==> src/rtl/sis_pkg.sv <==
`default_nettype none

package sis_pkg;

    localparam int CAPACITY = 16;
    localparam int ID_WIDTH = 32;
    localparam int IN_ID_W  = 32;
    localparam int CNT_W    = $clog2(CAPACITY + 1);
    localparam int STAT_W   = 3;

    typedef logic [ID_WIDTH-1:0] t_id;
    typedef logic [CNT_W-1:0]    t_count;

    typedef enum logic {
        REQ_ADD    = 1'b0,
        REQ_REMOVE = 1'b1
    } t_req;

    typedef enum logic [STAT_W-1:0] {
        ST_INSERTED = 3'd0,
        ST_PRESENT  = 3'd1,
        ST_REMOVED  = 3'd2,
        ST_ABSENT   = 3'd3,
        ST_FULL     = 3'd4
    } t_status;

    typedef enum logic {
        S_IDLE  = 1'b0,
        S_APPLY = 1'b1
    } t_state;

    // control broadcast to every cell
    typedef struct packed {
        logic cmp;
        logic ins;
        logic rem;
    } t_cell_ctl;

    // data handed from a cell to its upper neighbor
    typedef struct packed {
        t_id  entry;
        logic gt;
        logic hit;
    } t_link;

endpackage

`default_nettype wire

==> src/rtl/sis_cell.sv <==
`default_nettype none

module sis_cell (
    input  wire logic              i_clk,
    input  wire sis_pkg::t_cell_ctl i_ctl,
    input  wire logic              i_valid,
    input  wire sis_pkg::t_id      i_key,
    input  wire sis_pkg::t_link    i_lo,
    input  wire sis_pkg::t_id      i_hi_entry,
    output sis_pkg::t_link         o_link
);

    sis_pkg::t_id r_entry;
    logic         r_eq;
    logic         r_gt;

    // compare phase: empty slots count as larger than any key
    always_ff @(posedge i_clk) begin
        if (i_ctl.cmp) begin
            r_eq <= i_valid && (r_entry == i_key);
            r_gt <= !i_valid || (r_entry > i_key);
        end
    end

    // apply phase: shift up on insert, shift down on remove
    always_ff @(posedge i_clk) begin
        if (i_ctl.ins) begin
            if (i_lo.gt) begin
                r_entry <= i_lo.entry;
            end else if (r_gt) begin
                r_entry <= i_key;
            end
        end else if (i_ctl.rem) begin
            if (i_lo.hit || r_eq) begin
                r_entry <= i_hi_entry;
            end
        end
    end

    assign o_link.entry = r_entry;
    assign o_link.gt    = r_gt;
    assign o_link.hit   = i_lo.hit || r_eq;

endmodule

`default_nettype wire

==> src/rtl/sorted_id_set.sv <==
`default_nettype none
// sorted set of unique identifiers, held in ascending order in a row of cells
//
// request channel: i_req_type and i_item_id are taken at a rising edge with
// start high and busy low. add (0) inserts the identifier at its sorted place
// unless present or the set is full; remove (1) deletes it if present.
// result channel: o_valid is high for one cycle with o_status and
// o_set_count (count after the request). the receiver cannot stall.
// timing: a request is compared in every cell at once as it is taken, the
// shift is applied at the end of the apply state and the result is registered
// at that same edge. busy is high for the one apply cycle, so no new request
// is taken while one is applied; the compare/apply pair in each cell sets this.
// reset: synchronous active-low i_rst_n empties the set (count zero) and
// clears busy and o_valid; the cell contents are not cleared and are never
// read before being written.
module sorted_id_set (
    input  wire logic                         i_clk,
    input  wire logic                         i_rst_n,
    input  wire logic                         start,
    output logic                              busy,
    input  wire logic                         i_req_type,
    input  wire logic [sis_pkg::IN_ID_W-1:0]  i_item_id,
    output logic                              o_valid,
    output logic [sis_pkg::STAT_W-1:0]        o_status,
    output logic [sis_pkg::CNT_W-1:0]         o_set_count
);

    sis_pkg::t_state    r_state;
    sis_pkg::t_state    n_state;
    sis_pkg::t_id       r_key;
    sis_pkg::t_req      r_type;
    sis_pkg::t_count    r_count;
    sis_pkg::t_count    n_count;
    logic               r_valid;
    sis_pkg::t_status   r_status;
    sis_pkg::t_status   n_status;
    sis_pkg::t_cell_ctl w_ctl;
    sis_pkg::t_id       w_key;
    logic               w_take;
    logic               w_apply;
    logic               w_present;
    logic               w_full;
    sis_pkg::t_link     w_link [sis_pkg::CAPACITY];

    // next state
    always_comb begin
        case (r_state)
            sis_pkg::S_IDLE:  n_state = start ? sis_pkg::S_APPLY : sis_pkg::S_IDLE;
            sis_pkg::S_APPLY: n_state = sis_pkg::S_IDLE;
            default:          n_state = sis_pkg::S_IDLE;
        endcase
    end

    // state outputs
    always_comb begin
        case (r_state)
            sis_pkg::S_IDLE: begin
                busy    = 1'b0;
                w_take  = start;
                w_apply = 1'b0;
            end
            sis_pkg::S_APPLY: begin
                busy    = 1'b1;
                w_take  = 1'b0;
                w_apply = 1'b1;
            end
            default: begin
                busy    = 1'b0;
                w_take  = 1'b0;
                w_apply = 1'b0;
            end
        endcase
    end

    assign w_key     = w_apply ? r_key : sis_pkg::t_id'(i_item_id);
    assign w_present = w_link[sis_pkg::CAPACITY-1].hit;
    assign w_full    = (r_count == sis_pkg::CNT_W'(sis_pkg::CAPACITY));

    assign w_ctl.cmp = w_take;
    assign w_ctl.ins = w_apply && (r_type == sis_pkg::REQ_ADD) && !w_present && !w_full;
    assign w_ctl.rem = w_apply && (r_type == sis_pkg::REQ_REMOVE) && w_present;

    always_comb begin
        n_count = r_count;
        if (r_type == sis_pkg::REQ_ADD) begin
            if (w_present) begin
                n_status = sis_pkg::ST_PRESENT;
            end else if (w_full) begin
                n_status = sis_pkg::ST_FULL;
            end else begin
                n_status = sis_pkg::ST_INSERTED;
                n_count  = r_count + sis_pkg::CNT_W'(1);
            end
        end else begin
            if (w_present) begin
                n_status = sis_pkg::ST_REMOVED;
                n_count  = r_count - sis_pkg::CNT_W'(1);
            end else begin
                n_status = sis_pkg::ST_ABSENT;
            end
        end
    end

    always_ff @(posedge i_clk) begin
        if (!i_rst_n) begin
            r_state <= sis_pkg::S_IDLE;
            r_count <= '0;
            r_valid <= 1'b0;
        end else begin
            r_state <= n_state;
            r_valid <= w_apply;
            if (w_apply) begin
                r_count <= n_count;
            end
        end
    end

    always_ff @(posedge i_clk) begin
        if (w_take) begin
            r_key  <= sis_pkg::t_id'(i_item_id);
            r_type <= sis_pkg::t_req'(i_req_type);
        end
        if (w_apply) begin
            r_status <= n_status;
        end
    end

    for (genvar g = 0; g < sis_pkg::CAPACITY; g++) begin : g_cell
        sis_pkg::t_link w_lo;
        sis_pkg::t_id   w_hi;

        if (g == 0) begin : g_first
            assign w_lo = '0;
        end else begin : g_mid
            assign w_lo = w_link[g-1];
        end

        if (g == sis_pkg::CAPACITY - 1) begin : g_last
            assign w_hi = w_link[g].entry;
        end else begin : g_inner
            assign w_hi = w_link[g+1].entry;
        end

        sis_cell u_cell (
            .i_clk      (i_clk),
            .i_ctl      (w_ctl),
            .i_valid    (sis_pkg::CNT_W'(g) < r_count),
            .i_key      (w_key),
            .i_lo       (w_lo),
            .i_hi_entry (w_hi),
            .o_link     (w_link[g])
        );
    end

    assign o_valid     = r_valid;
    assign o_status    = r_status;
    assign o_set_count = r_count;

endmodule

`default_nettype wire

==> config.mk <==
export PLATFORM = sky130hd
export DESIGN_NAME = sorted_id_set
export DESIGN_NICKNAME = d
export VERILOG_FILES = /design/src/rtl/sis_pkg.sv /design/src/rtl/sis_cell.sv /design/src/rtl/sorted_id_set.sv
export SDC_FILE = /design/constraint.sdc
export NUM_CORES = 2
export LEC_CHECK = 0
export ABC_AREA = 1
export BUFFER_PORTS_ARGS = -buffer_cell sky130_fd_sc_hd__buf_4
export CAP_MARGIN = 20
export CORE_UTILIZATION = 60
export CTS_BUF_LIST = sky130_fd_sc_hd__clkbuf_4 sky130_fd_sc_hd__clkbuf_8
export CTS_CLUSTER_SIZE = 12
export DETAILED_ROUTE_END_ITERATION = 7
export HOLD_SLACK_MARGIN = 0.03
export PLACE_DENSITY_LB_ADDON = 0.12
export RECOVER_POWER = 50
export SETUP_SLACK_MARGIN = 0.2
export SLEW_MARGIN = 20
export SYNTH_ARGS = -nofsm -noshare
export SYNTH_HDL_FRONTEND = slang
export SYNTH_SLANG_ARGS = --single-unit
==> constraint.sdc <==
create_clock -name i_clk -period 6.5 [get_ports i_clk]
set_clock_uncertainty 0.1 [all_clocks]
set_input_delay 0.325 -clock i_clk [delete_from_list [all_inputs] [get_ports i_clk]]
set_output_delay 0.325 -clock i_clk [all_outputs]
set_load 0.01 [all_outputs]
==> flow_metrics.env <==
export IMPL_grt_max_degree=233
export IMPL_rsz0062_at_grt="no"
export IMPL_power_mw=8.95
export IMPL_synth_seq_cells=587
export IMPL_cap_violations=15
export IMPL_final_common_cell="nand2_1"
export IMPL_cts_tree="yes"
export IMPL_insertion_delay_ns=0.74
export IMPL_port_buffer_count=45
export IMPL_htree_levels=3
export IMPL_path_class="reg2reg"
export IMPL_drt_iter0_markers=4809
export IMPL_die_height_um=259
export IMPL_nets=5129
export IMPL_period_needed_ns=5.50
export IMPL_post_place_ws_ns=2.16
export IMPL_synthFlopType="edfxtp_1"
export IMPL_drcViolationCount=0
export IMPL_drv_slew=359
export IMPL_totalWireLength_mm=120
export IMPL_gp_congestion=0.932
export IMPL_tns_ns=0
export IMPL_viasPerCell=6.19
export IMPL_status="finished, violations left"
export IMPL_path_clk_slew_ns=0.06
export IMPL_die_area_mm2=0.0673
export IMPL_synth_cell_types=49
export IMPL_power_density_mw_per_mm2=208
export IMPL_cts_path_max_buffers=3
export IMPL_start_util_pct=61.2
export IMPL_yosysTopAreaCell="edfxtp_1"
export IMPL_tightest_slew_ns=2.58
export IMPL_core_area_mm2=0.0649
export IMPL_numCtsBuffers=104
export IMPL_dpl_hpwl_mm=88.5
export IMPL_hold_class="in2reg"
export IMPL_antenna_found_initial=1
export IMPL_num_vias=34120
export IMPL_ant_nets=0
export IMPL_yosys_warnings=0
export IMPL_violations="max-capacitance violations, max-slew violations"
export IMPL_cp_data_required_time_ns=6.84
export IMPL_fill_cells=5414
export IMPL_syn_area_mm2=0.0397
export IMPL_max_vdd_ir_drop_uv=147
export IMPL_yosysTopAreaCellShare_pct=43.8
export IMPL_globalRouteTotalUtil_pct=36.0
export IMPL_synth_area_leaders="edfxtp_1, ha_1, nand2_1"
export IMPL_synth_cells=4564
export IMPL_finalCritPeriodShare_pct=84.6
export IMPL_placed_cells=5291
export IMPL_maxSlewHeadroom_pct=-76.9
export IMPL_leakage_nw=17.5
export IMPL_cts_root_buf="clkbuf_8"
export IMPL_yosysSeqAreaShare_pct=44.2
export IMPL_rows=93
export IMPL_layout_drive_gt1_share_pct=6.10
export IMPL_mappedNetlistNets=5116
export IMPL_area_delta_synth_final_pct=8.47
export IMPL_ios=46
export IMPL_cp_data_arrival_time_ns=5.84
export IMPL_layout_common_cells="nand2_1, o21ai_0, edfxtp_1"
export IMPL_async_flop_share_pct=0
export IMPL_synth_edf_count=580
export IMPL_grt_pass1_wl_mm=184
export IMPL_hold_violations=0
export IMPL_crit_path_end_kind="flop"
export IMPL_setup_ws_ns=1.00
export IMPL_drt_pass1_iterations=7
export IMPL_crit_path_start_kind="flop"
export IMPL_finalSetupViolations=0
export IMPL_post_drt_wl_per_cell_um=21.8
export IMPL_synth_area_per_cell_um2=8.71
export IMPL_max_freq_mhz=182
export IMPL_crit_fanout=21
export IMPL_clock_sinks=587
export IMPL_instances_no_fill=5510
export IMPL_grt_pass1_vias=30572
export IMPL_die_w_um=259
export IMPL_post_cts_resized=0
export IMPL_grt_overflow_total=0
[what timing repair did]
| item | 4_1_cts | 5_1_grt |
|---|---|---|
| hold buffers | 35 | 0 |
| buffers inserted | 0 | 0 |
| endpoints found under the setup margin | 0 | 0 |
| hold endpoints to repair | 50 | 0 |
[path summary, 6_finish.rpt]
| check | from | to | slack, ns | depth (start not counted) |
|---|---|---|---|---|
| setup reg to reg | r_state | g_cell[1].u_cell.r_gt | 1.00 | 11 |
| setup / recovery | r_state | g_cell[1].u_cell.r_gt | 1.00 | 11 |
| hold / removal | i_req_type | r_type | 0.26 | 2 |
| hold reg to reg | g_cell[15].u_cell.r_entry[24] | g_cell[14].u_cell.r_entry[24] | 0.48 | 2 |
[metal layers]
metal,vias to the layer above,part of all wire [%],global-route usage (%)
met4,0,2.8,11.6
li1,16381,-,-
met2,1946,39,48.0
met5,-,0,0
met3,215,14,8.08
met1,15578,44,56.8
[cell families after synthesis]
group | share of synthesized area, %
xor+xnor | 0.0220
buf+inv | 4.35
compound gates | 17.5
simple gates | 16.9
fa+ha+maj | 16.2
flops | 44.2
mux | 0.781
[synth_stat cells (3+ instances only)]
library cell and count:
nand2_1 1304, nor3b_1 3, ha_1 516, inv_2 8, o211ai_1 18, a211oi_1 20
and3_1 5, nand3_1 62, nor4_1 20, a221oi_1 7, buf_1 26, nand4_1 86
edfxtp_1 580, inv_1 177, or2_2 3, nor2_1 118, dfxtp_1 7, nor3_1 29
nor4b_1 6, o21a_1 5, buf_2 54, a21oi_1 248, o221ai_1 6, clkbuf_1 167
o21ai_0 841, mux2i_1 31, o2111ai_1 11, o21ai_1 171, a31oi_1 7, o21bai_1 3
[worst max-delay path: stages, from the launching register on]
cell and delay [ns]:
dfxtp_4 0.70, buf_4 0.56, mux2i_1 1.84, clkbuf_1 0.55, ha_1 0.23, nand2_1 0.08
inv_1 0.07, nand3_1 0.06, nor3_1 0.37, nand2_1 0.10, nor3b_1 0.38, a21oi_1 0.08
[report_power, final]
group	switching (mW)	total (mW)	internal [mW]
logic	0.839	1.25	0.415
clock network	1.61	3.35	1.75
registers	0.101	4.35	4.25
total	2.55	8.95	6.41
[cell type report]
class	count	area (µm²)	area share [%]
antenna	1	2.50	0.00581
clock buffer	146	1770	4.11
clock inverter	37	173	0.401
inverter	187	702	1.63
multi-input combinational	3540	20700	48.0
sequential	587	17600	40.7
tap	855	1070	2.48
timing repair buffer	157	1120	2.59
[flip-flops by register name, summed over array words and instances, names as in the netlist]
register and flops:
r_state 1, g_cell.u_cell.r_gt 16, o_set_count 5, r_key 32, g_cell.u_cell.r_entry 512, o_status 3
o_valid 1, g_cell.u_cell.r_eq 16, r_type 1
[through the flow]
stage / cell area (µm²) / hold WS, ns / utilization [%]
final: 43100 / 0.260 / 66.4
after global routing: 43100 / 0.271 / 66.4
after CTS: 43500 / 0.187 / 67.0
after detailed placement: 41200 / 0.407 / 63.4
after global placement: 41200 / 0.410 / 63.4
after floorplan: 39700 / 0.323 / -
No activity file was read; power rests on OpenSTA's default activity.
